<file path="config.mk">
export PLATFORM = sky130hd
export DESIGN_NAME = rsh_front
export DESIGN_NICKNAME = d
export VERILOG_FILES = /design/src/hw/rtl/rsh_pkg.sv /design/src/hw/rtl/rsh_front.sv
export SDC_FILE = /design/constraint.sdc
export NUM_CORES = 1
export LEC_CHECK = 0
export BUFFER_PORTS_ARGS = -buffer_cell sky130_fd_sc_hd__clkbuf_2
export CORE_ASPECT_RATIO = 0.8
export CORE_MARGIN = 3
export CORE_UTILIZATION = 35
export DETAILED_ROUTE_END_ITERATION = 12
export GPL_TIMING_DRIVEN = 1
export PLACE_DENSITY = 0.82
export SLEW_MARGIN = 25
export SYNTH_ARGS = -nofsm -noshare
export SYNTH_HDL_FRONTEND = slang
export SYNTH_SLANG_ARGS = --single-unit
</file>
<file path="constraint.sdc">
create_clock -name vclk -period 2.8
set_clock_uncertainty 0.2 [all_clocks]
set_input_delay 0.42 -clock vclk [all_inputs]
set_output_delay 0.42 -clock vclk [all_outputs]
set_load 0.01 [all_outputs]
</file>
<file path="src/hw/rtl/rsh_pkg.sv">
// shared types and constants for the rgb and sum histogram unit
`timescale 1ns / 1ps

package rsh_pkg;

    localparam int ROW_W      = 8;
    localparam int ROWS       = 256;
    localparam int SAMPLE_W   = 8;
    localparam int SUM_W      = 10;
    localparam int SUM_BANKS  = 3;
    localparam int BANKS      = 6;
    localparam int OUT_W      = 32;
    localparam int IN_DATA_W  = 40;
    localparam int OUT_DATA_W = BANKS * OUT_W;
    localparam int QUEUE_DEPTH = 4;
    localparam int QPTR_W     = 2;

    localparam logic OP_COUNT = 1'b0;
    localparam logic OP_READ  = 1'b1;

    localparam int BANK_RED   = 0;
    localparam int BANK_GREEN = 1;
    localparam int BANK_BLUE  = 2;
    localparam int BANK_SUM0  = 3;

    typedef struct packed {
        logic                   is_read;
        logic                   clear;
        logic [SUM_BANKS-1:0]   sum_en;
        logic [ROW_W-1:0]       addr_red;
        logic [ROW_W-1:0]       addr_green;
        logic [ROW_W-1:0]       addr_blue;
        logic [ROW_W-1:0]       addr_sum;
    } item_t;

    typedef struct packed {
        logic clearing;
    } back_status_t;

endpackage

</file>
<file path="src/hw/rtl/rsh_front.sv">
// front end: accepts transactions and turns them into bank addresses and enables
`timescale 1ns / 1ps

module rsh_front (
    input  logic                          s_tvalid,
    output logic                          s_tready,
    input  logic [rsh_pkg::IN_DATA_W-1:0] s_tdata,
    input  logic                          s_tuser,
    input  rsh_pkg::back_status_t         status,
    output logic                          push_valid,
    input  logic                          push_ready,
    output rsh_pkg::item_t                push_item
);

    logic [rsh_pkg::SAMPLE_W-1:0] red;
    logic [rsh_pkg::SAMPLE_W-1:0] green;
    logic [rsh_pkg::SAMPLE_W-1:0] blue;
    logic [rsh_pkg::ROW_W-1:0]    row_index;
    logic                         clear_after_read;
    logic [rsh_pkg::SUM_W-1:0]    sum;

    assign red              = s_tdata[7:0];
    assign green            = s_tdata[15:8];
    assign blue             = s_tdata[23:16];
    assign row_index        = s_tdata[31:24];
    assign clear_after_read = s_tdata[32];

    assign sum = {2'b00, red} + {2'b00, green} + {2'b00, blue};

    always_comb
    begin
        push_item         = '0;
        push_item.is_read = (s_tuser == rsh_pkg::OP_READ);
        if (s_tuser == rsh_pkg::OP_READ)
        begin
            push_item.clear      = clear_after_read;
            push_item.sum_en     = '1;
            push_item.addr_red   = row_index;
            push_item.addr_green = row_index;
            push_item.addr_blue  = row_index;
            push_item.addr_sum   = row_index;
        end
        else
        begin
            push_item.clear      = 1'b0;
            push_item.addr_red   = red;
            push_item.addr_green = green;
            push_item.addr_blue  = blue;
            push_item.addr_sum   = sum[rsh_pkg::ROW_W-1:0];
            unique case (sum[rsh_pkg::SUM_W-1:rsh_pkg::ROW_W])
                2'd0:    push_item.sum_en = 3'b001;
                2'd1:    push_item.sum_en = 3'b010;
                2'd2:    push_item.sum_en = 3'b100;
                default: push_item.sum_en = 3'b000;
            endcase
        end
    end

    assign push_valid = s_tvalid && !status.clearing;
    assign s_tready   = push_ready && !status.clearing;

endmodule

</file>
==> flow_summary_export.csv <==
group,metric,value,unit
logic_synthesis,avgSynthCellArea,6.49,um^2
floorplan,io_pins,83,
floorplan,dieArea,0.00302,mm^2
drt,dr.first_iter.drc_count,31,
power,clockPowerShare,0,
global_route,grt_pass1_wl,4330,um
setup_path,cp_max_fo,3,
place,place_inst,237,
power,power.internal,0.000267,W
sta,relSlewSlack,0.511,
logic_synthesis,synth_warnings,0,
status,violations,"negative setup slack",
global_route,grtUsageTotal,0.175,
global_route,grt_pass1_vias,1095,
sta,tightest_slew,734,ps
logic_synthesis,synthCells,129,
sta,finalSetupViolCount,6,
logic_synthesis,yosysTopAreaCellShare,0.215,
sta,worst_slack,-210,ps
power,switching_share,0.490,
place,dp_slack,-320,ps
floorplan,design.core.area,0.00221,mm^2
sta,hold_viol,0,
drt,routedWlPerCell,12.0,um
floorplan,die_h,49.7,um
drt,ant_nets,0,
finish,final_nets,276,
setup_path,slowest_stage,"fa_1",
floorplan,std_cell_rows,15,
logic_synthesis,ys_types,28,
sta,period_minus_slack,3010,ps
place,io_buffer_count,76,
finish,stdcell_count,239,
sta,finalMaxSlewViolations,0,
drt,drc,0,
logic_synthesis,synth_nets,189,
floorplan,start_util,0.378,
power,leakage,0.846,nW
finish,clockBufferCount,0,
sta,fmax,0.332,GHz
drt,wl,2880,um
run,cap_violations,0,
min_path,min_path_cells,3,
min_path,min_path_type,"in2out",
logic_synthesis,seq_area_frac_synth,0,
place,place.gp.congestion,0.775,
logic_synthesis,netlist_area,837,um^2
sta,fin_crit_sh,1.08,
sta,rsz0062_at_grt,"yes",
power,ir_drop,0.000176,V
global_route,globalRouteOverflowTotal,0,
finish,drive_above_1_share,0.547,
setup_path,end_kind,"output port",
global_route,antenna_found_initial,0,
drt,vias_per_cell,4.78,
place,hpwl,2100,um
global_route,grt_max_degree,46,
setup_path,worstSetupStartpointType,"input port",
finish,syn_to_final_growth,84.8,%
power,p_sw,0.000256,W
logic_synthesis,ys_top_cells_by_area,"fa_1 22%, o21ai_0 19%, inv_1 13%",
finish,seq_cell_count,0,
status,outcome,"complete, but fails checks",
logic_synthesis,yosysTopAreaCell,"fa_1",
finish,antenna_cells,0,
setup_path,crit_type,"in2out",
setup_path,worstPathArrival,2390,ps
power,pwr_density_cell,338,mW/mm^2
drt,dr.pass1.iters,4,
drt,num_vias,1142,
power,seqPwrFrac,0,
finish,ff_latch_area,0,um^2
floorplan,fp.dieW,60.7,um
power,comb_power_share,1.000,
setup_path,crit_chain,"buf_6 > fa_1 > ha_4 > fa_2 > nand3_4 > a21oi_2 > o21a_2 > o31ai_4 > buf_2",
setup_path,cp.required,2180,ps
finish,fill_cells,177,
setup_path,critPathMaxStageDelay,510,ps
[metal layers]
layer | GRT usage | wire length [um]
met5 | 0 | 0
met3 | 0 | 163
met2 | 0.335 | 1530
met1 | 0.227 | 1180
met4 | 0.00722 | 0
[through the flow]
stage	setup TNS, ps	area (um^2)	util	hold slack [ps]	power, W
after floorplan	-39.9	870	-	686	0.000241
after global placement	-1030	1350	0.611	877	0.000404
after detailed placement	-1290	1350	0.611	880	0.000409
after CTS	-692	1420	0.640	881	0.000445
after global routing	-1200	1550	0.698	906	0.000578
final	-764	1550	0.698	878	0.000523
[cell usage after synthesis (2+ instances only)]
| cell type | count |
|---|---|
| xnor2_1 | 3 |
| o21a_1 | 2 |
| inv_1 | 30 |
| ha_1 | 7 |
| o21ai_0 | 32 |
| o31ai_1 | 2 |
| a21oi_1 | 5 |
| nor2b_1 | 2 |
| fa_1 | 9 |
| nand2_1 | 14 |
| nor2_1 | 2 |
| clkbuf_1 | 5 |
[power groups by stage]
stage / combinational, W / clock (W) / sequential [W]
6_report: 0.000523 / 0 / 0
5_1_grt: 0.000578 / 0 / 0
4_1_cts: 0.000445 / 0 / 0
3_5_place_dp: 0.000409 / 0 / 0
3_3_place_gp: 0.000404 / 0 / 0
2_1_floorplan: 0.000241 / 0 / 0
[cells in the final DEF (no fill, tap or decap), types with 2 or more instances in the layout]
| master | count |
|---|---|
| nand2_1 | 12 |
| inv_2 | 2 |
| nor2b_1 | 2 |
| buf_2 | 7 |
| fa_1 | 7 |
| buf_6 | 5 |
| inv_1 | 27 |
| fa_2 | 2 |
| o21ai_0 | 29 |
| clkbuf_2 | 66 |
| a21oi_2 | 2 |
| a21oi_1 | 3 |
| buf_4 | 13 |
| nor2_1 | 2 |
| ha_4 | 7 |
| o21ai_1 | 3 |
| xnor2_1 | 2 |
[path summary, 6_finish.rpt]
path / start / end / slack (ps)
setup / recovery: s_tdata[1] / push_item[7] / -210
hold / removal: status / push_valid / 880
[cells by family after synthesis]
| group | Yosys count | share of synthesized area |
|---|---|---|
| buf+inv | 36 | 0.166 |
| simple gates | 24 | 0.136 |
| compound gates | 50 | 0.347 |
| xor+xnor | 3 | 0.0314 |
| fa+ha+maj | 16 | 0.320 |
[layout make-up]
type,count,area [um^2],share of cell area
inverters,30,115,0.0744
repair buffers,91,519,0.336
well taps,25,31.3,0.0202
multi-input cells,93,881,0.570
[worst max-delay path: cells and delay by family]
kind | cells | cell delay [ps]
compound gates | 3 | 510
fa+ha+maj | 3 | 1110
buf+inv | 2 | 260
simple gates | 1 | 90
[what timing repair did]
action,CTS,global route
setup buffers,1,2
hold buffers,0,0
gates cloned,0,0
resized for setup,12,33
endpoints found under the hold margin,0,0
endpoints found under the setup margin,7,8
pin swaps,5,9
(Power assumes the default switching activity.)
