### src/hw/rtl/rsh_pkg.sv
// shared types and constants for the rgb and sum histogram unit
`timescale 1ns / 1ps

package rsh_pkg;

    localparam int ROW_W      = 8;
    localparam int ROWS       = 256;
    localparam int SAMPLE_W   = 8;
    localparam int SUM_W      = 10;
    localparam int SUM_BANKS  = 3;
    localparam int BANKS      = 6;
    localparam int OUT_W      = 32;
    localparam int IN_DATA_W  = 40;
    localparam int OUT_DATA_W = BANKS * OUT_W;
    localparam int QUEUE_DEPTH = 4;
    localparam int QPTR_W     = 2;

    localparam logic OP_COUNT = 1'b0;
    localparam logic OP_READ  = 1'b1;

    localparam int BANK_RED   = 0;
    localparam int BANK_GREEN = 1;
    localparam int BANK_BLUE  = 2;
    localparam int BANK_SUM0  = 3;

    typedef struct packed {
        logic                   is_read;
        logic                   clear;
        logic [SUM_BANKS-1:0]   sum_en;
        logic [ROW_W-1:0]       addr_red;
        logic [ROW_W-1:0]       addr_green;
        logic [ROW_W-1:0]       addr_blue;
        logic [ROW_W-1:0]       addr_sum;
    } item_t;

    typedef struct packed {
        logic clearing;
    } back_status_t;

endpackage

### src/hw/rtl/rsh_queue.sv
// small queue of classified items between front and back
`timescale 1ns / 1ps

module rsh_queue (
    input  logic           clk,
    input  logic           rst_n,
    input  logic           push_valid,
    output logic           push_ready,
    input  rsh_pkg::item_t push_item,
    output logic           pop_valid,
    input  logic           pop_ready,
    output rsh_pkg::item_t pop_item
);

    rsh_pkg::item_t              entry_reg [rsh_pkg::QUEUE_DEPTH];
    logic [rsh_pkg::QPTR_W-1:0]  wr_ptr_reg;
    logic [rsh_pkg::QPTR_W-1:0]  wr_ptr_next;
    logic [rsh_pkg::QPTR_W-1:0]  rd_ptr_reg;
    logic [rsh_pkg::QPTR_W-1:0]  rd_ptr_next;
    logic [rsh_pkg::QPTR_W:0]    count_reg;
    logic [rsh_pkg::QPTR_W:0]    count_next;
    logic                        do_push;
    logic                        do_pop;

    assign push_ready = (count_reg != (rsh_pkg::QPTR_W+1)'(rsh_pkg::QUEUE_DEPTH));
    assign pop_valid  = (count_reg != '0);
    assign pop_item   = entry_reg[rd_ptr_reg];
    assign do_push    = push_valid && push_ready;
    assign do_pop     = pop_valid && pop_ready;

    always_comb
    begin
        wr_ptr_next = do_push ? wr_ptr_reg + 1'b1 : wr_ptr_reg;
        rd_ptr_next = do_pop ? rd_ptr_reg + 1'b1 : rd_ptr_reg;
        count_next  = count_reg;
        if (do_push && !do_pop)
        begin
            count_next = count_reg + 1'b1;
        end
        else if (do_pop && !do_push)
        begin
            count_next = count_reg - 1'b1;
        end
    end

    always_ff @(posedge clk or negedge rst_n)
    begin
        if (!rst_n)
        begin
            wr_ptr_reg <= '0;
            rd_ptr_reg <= '0;
            count_reg  <= '0;
        end
        else
        begin
            wr_ptr_reg <= wr_ptr_next;
            rd_ptr_reg <= rd_ptr_next;
            count_reg  <= count_next;
        end
    end

    always_ff @(posedge clk)
    begin
        if (do_push)
        begin
            entry_reg[wr_ptr_reg] <= push_item;
        end
    end

endmodule

### config.mk
export PLATFORM = sky130hd
export DESIGN_NAME = rsh_queue
export DESIGN_NICKNAME = d
export VERILOG_FILES = /design/src/hw/rtl/rsh_pkg.sv /design/src/hw/rtl/rsh_queue.sv
export SDC_FILE = /design/constraint.sdc
export NUM_CORES = 1
export LEC_CHECK = 0
export ABC_AREA = 1
export BUFFER_PORTS_ARGS = -buffer_cell sky130_fd_sc_hd__buf_2
export CELL_PAD_IN_SITES_DETAIL_PLACEMENT = 1
export CELL_PAD_IN_SITES_GLOBAL_PLACEMENT = 2
export CORE_UTILIZATION = 35
export CTS_BUF_LIST = sky130_fd_sc_hd__clkbuf_16
export CTS_CLUSTER_DIAMETER = 30
export DETAILED_ROUTE_END_ITERATION = 16
export PLACE_DENSITY_LB_ADDON = 0.1
export RECOVER_POWER = 25
export SLEW_MARGIN = 20
export SYNTH_ARGS = -nofsm -noshare
export SYNTH_HDL_FRONTEND = slang
export SYNTH_SLANG_ARGS = --single-unit
### constraint.sdc
create_clock -name clk -period 8.4 [get_ports clk]
set_clock_uncertainty 0.15 [all_clocks]
set_input_delay 1.26 -clock clk [delete_from_list [all_inputs] [get_ports clk]]
set_output_delay 1.26 -clock clk [all_outputs]
set_load 0.01 [all_outputs]
==> impl_metrics.env <==
export IMPL_start_kind="flip-flop"
export IMPL_post_cts_buffers=0
export IMPL_die_area_sq_um=18600
export IMPL_synthDistinctLibCells=17
export IMPL_p_per_area_nw_per_um2=359
export IMPL_yosysTopAreaCellShare_pct=70.1
export IMPL_yosysTopAreaCell="edfxtp_1"
export IMPL_fp_row_count=48
export IMPL_rsz0062_at_grt="no"
export IMPL_drive_gt1_share_pct=16.1
export IMPL_clk_latency_ns=0.41
export IMPL_viasPerCell=4.64
export IMPL_overflow=0
export IMPL_synthCells=491
export IMPL_period_minus_slack_ns=4.10
export IMPL_combPwrFrac_pct=31.0
export IMPL_ys_seq_elements=155
export IMPL_cts_sinks=155
export IMPL_start_util_pct=36.3
export IMPL_cts_root_buf="clkbuf_16"
export IMPL_dr_first_iter_drc_count=188
export IMPL_critical_path_arrival_ns=2.69
export IMPL_pin_count=80
export IMPL_tightestPinTransition_ns=0.991
export IMPL_timing_final_crit_share_pct=48.8
export IMPL_avgSynthCellArea_sq_um=12.9
export IMPL_dr_pass1_iters=4
export IMPL_worst_slack_ns=4.30
export IMPL_switching_share_pct=34.4
export IMPL_grt_max_degree=101
export IMPL_tns_ns=0
export IMPL_die_width_microns=137
export IMPL_syn_area_sq_um=6340
export IMPL_seq_area_frac_synth_pct=72.9
export IMPL_post_cts_resized=0
export IMPL_area_growth_pct=17.6
export IMPL_clockBufferDepth=2
export IMPL_clockPowerShare_pct=28.0
export IMPL_final_cell_mix="148 x edfxtp_1, 128 x nand2_1, 91 x inv_1, 74 x o211ai_1, 56 x buf_2"
export IMPL_fp_dieH_microns=137
export IMPL_synth_fp_nets=538
export IMPL_hold_path_class="flip-flop to flip-flop"
export IMPL_synth_warnings=0
export IMPL_grt_usage_pct=15.3
export IMPL_hold_viol_final=0
export IMPL_preCtsSetupSlack_ns=4.71
export IMPL_crit_type="flip-flop to output pin"
export IMPL_grt_first_pass_wirelength_microns=20700
export IMPL_portBuffers=79
export IMPL_drcViolationCount=0
export IMPL_status="complete, no violations"
export IMPL_antenna_found_initial=1
export IMPL_hold_buffers=0
export IMPL_fin_area_sq_um=7450
export IMPL_vdd_drop_max_mv=0.159
export IMPL_endpoint_kind="output pin"
export IMPL_htreeDepth=4
export IMPL_max_slew_margin_rel_pct=33.9
export IMPL_ant_nets=0
export IMPL_coreArea_sq_um=17500
export IMPL_post_dp_cell_area_sq_um=6890
export IMPL_drt_total_wl_microns=13000
export IMPL_p_seq_share_pct=41.0
export IMPL_p_leak_uw=0.00298
export IMPL_drv_slew=0
export IMPL_vias=3757
export IMPL_power_switching_uw=923
export IMPL_dp_hpwl_microns=7900
export IMPL_routabilityCongestion=0.704
export IMPL_fin_nets=617
export IMPL_final_common_cell="edfxtp_1"
export IMPL_max_freq_ghz=0.244
export IMPL_largest_register_ffs=148
export IMPL_grt_pass1_vias=3932
export IMPL_post_drt_wl_per_cell_microns=16.1
export IMPL_drv_cap=0
export IMPL_cp_required_ns=6.99
export IMPL_p_int_uw=1760
export IMPL_finalSetupViolCount=0
export IMPL_cts_tree="yes"
export IMPL_path_max_fanout=100
export IMPL_clk_pin_slew_ns=0.06
export IMPL_synth_area_leaders="edfxtp_1 70%, o211ai_1 8.8%, nand2_1 7.6%"
export IMPL_numCtsBuffers=17
## power groups by stage
stage / clock [uW] / combinational (uW) / sequential [uW]
2_1_floorplan: 0 / 614 / 1070
3_3_place_gp: 0 / 840 / 1110
3_5_place_dp: 0 / 859 / 1120
4_1_cts: 773 / 861 / 1100
5_1_grt: 801 / 945 / 1120
6_report: 751 / 829 / 1100
## logic make-up after synthesis
logic type	synth area share [%]
xor gates and xnor gates	0.138
buffers and inverters	8.35
and+or+nand+nor	8.47
DFF	72.9
adders and majority gates	1.30
AOI/OAI and AO/OA	8.84
## through the flow
stage          hold WS, ns  std cells  util, %  total power (uW)
6_report             0.348        809     42.6              2680
5_1_grt              0.380        808     42.6              2860
4_1_cts              0.351        808     42.8              2740
3_5_place_dp         0.339        776     39.4              1980
3_3_place_gp         0.326        776     39.4              1950
2_1_floorplan        0.313        491        -              1690
## area by class of cell
type,instances,area (sq um)
fill,1844,10000
clock inverter,15,158
inverter,90,340
sequential,155,4620
tap,225,282
timing repair buffer,84,404
multi-input combinational,222,1220
clock buffer,17,425
antenna,1,2.50
## routing by layer
layer	global-route usage, %	vias to the layer above	share of wire [%]
met3	3.44	14	4.0
met1	19.5	1832	46
met4	6.30	0	1.4
met2	25.0	59	49
met5	0	-	0
li1	-	1852	-
## critical path, cell delays in order, from the launching register on
cell and delay [ns]:
dfrtp_1 0.42, inv_4 0.37, buf_4 0.82, nand2_1 0.20, o211ai_1 0.14, nand2_1 0.08, buf_2 0.14
## worst paths after layout
| check | cells after the start | slack, ns | endpoint | startpoint |
|---|---|---|---|---|
| worst max-delay path | 6 | 4.30 | pop_item[36] | rd_ptr_reg[0] |
| min in group asynchronous | 1 | 0.60 | count_reg[1] | rst_n |
| max in group asynchronous | 1 | 7.18 | rd_ptr_reg[1] | rst_n |
| worst min-delay path | 2 | 0.35 | count_reg[2] | count_reg[2] |
| worst max register to register | 5 | 5.91 | entry_reg[0][14] | count_reg[0] |
| worst min register to register | 2 | 0.35 | count_reg[2] | count_reg[2] |
## synthesized netlist by cell type
cell type	instances
buf_2	6
buf_4	1
buf_6	12
clkbuf_1	5
dfrtp_1	7
edfxtp_1	148
fa_1	1
ha_1	5
inv_1	89
inv_2	1
nand2_1	128
nand3_1	7
nand4_1	1
nor2_1	4
o211ai_1	74
o21ai_0	1
xnor2_1	1
Power figures use the tool's default switching activity.
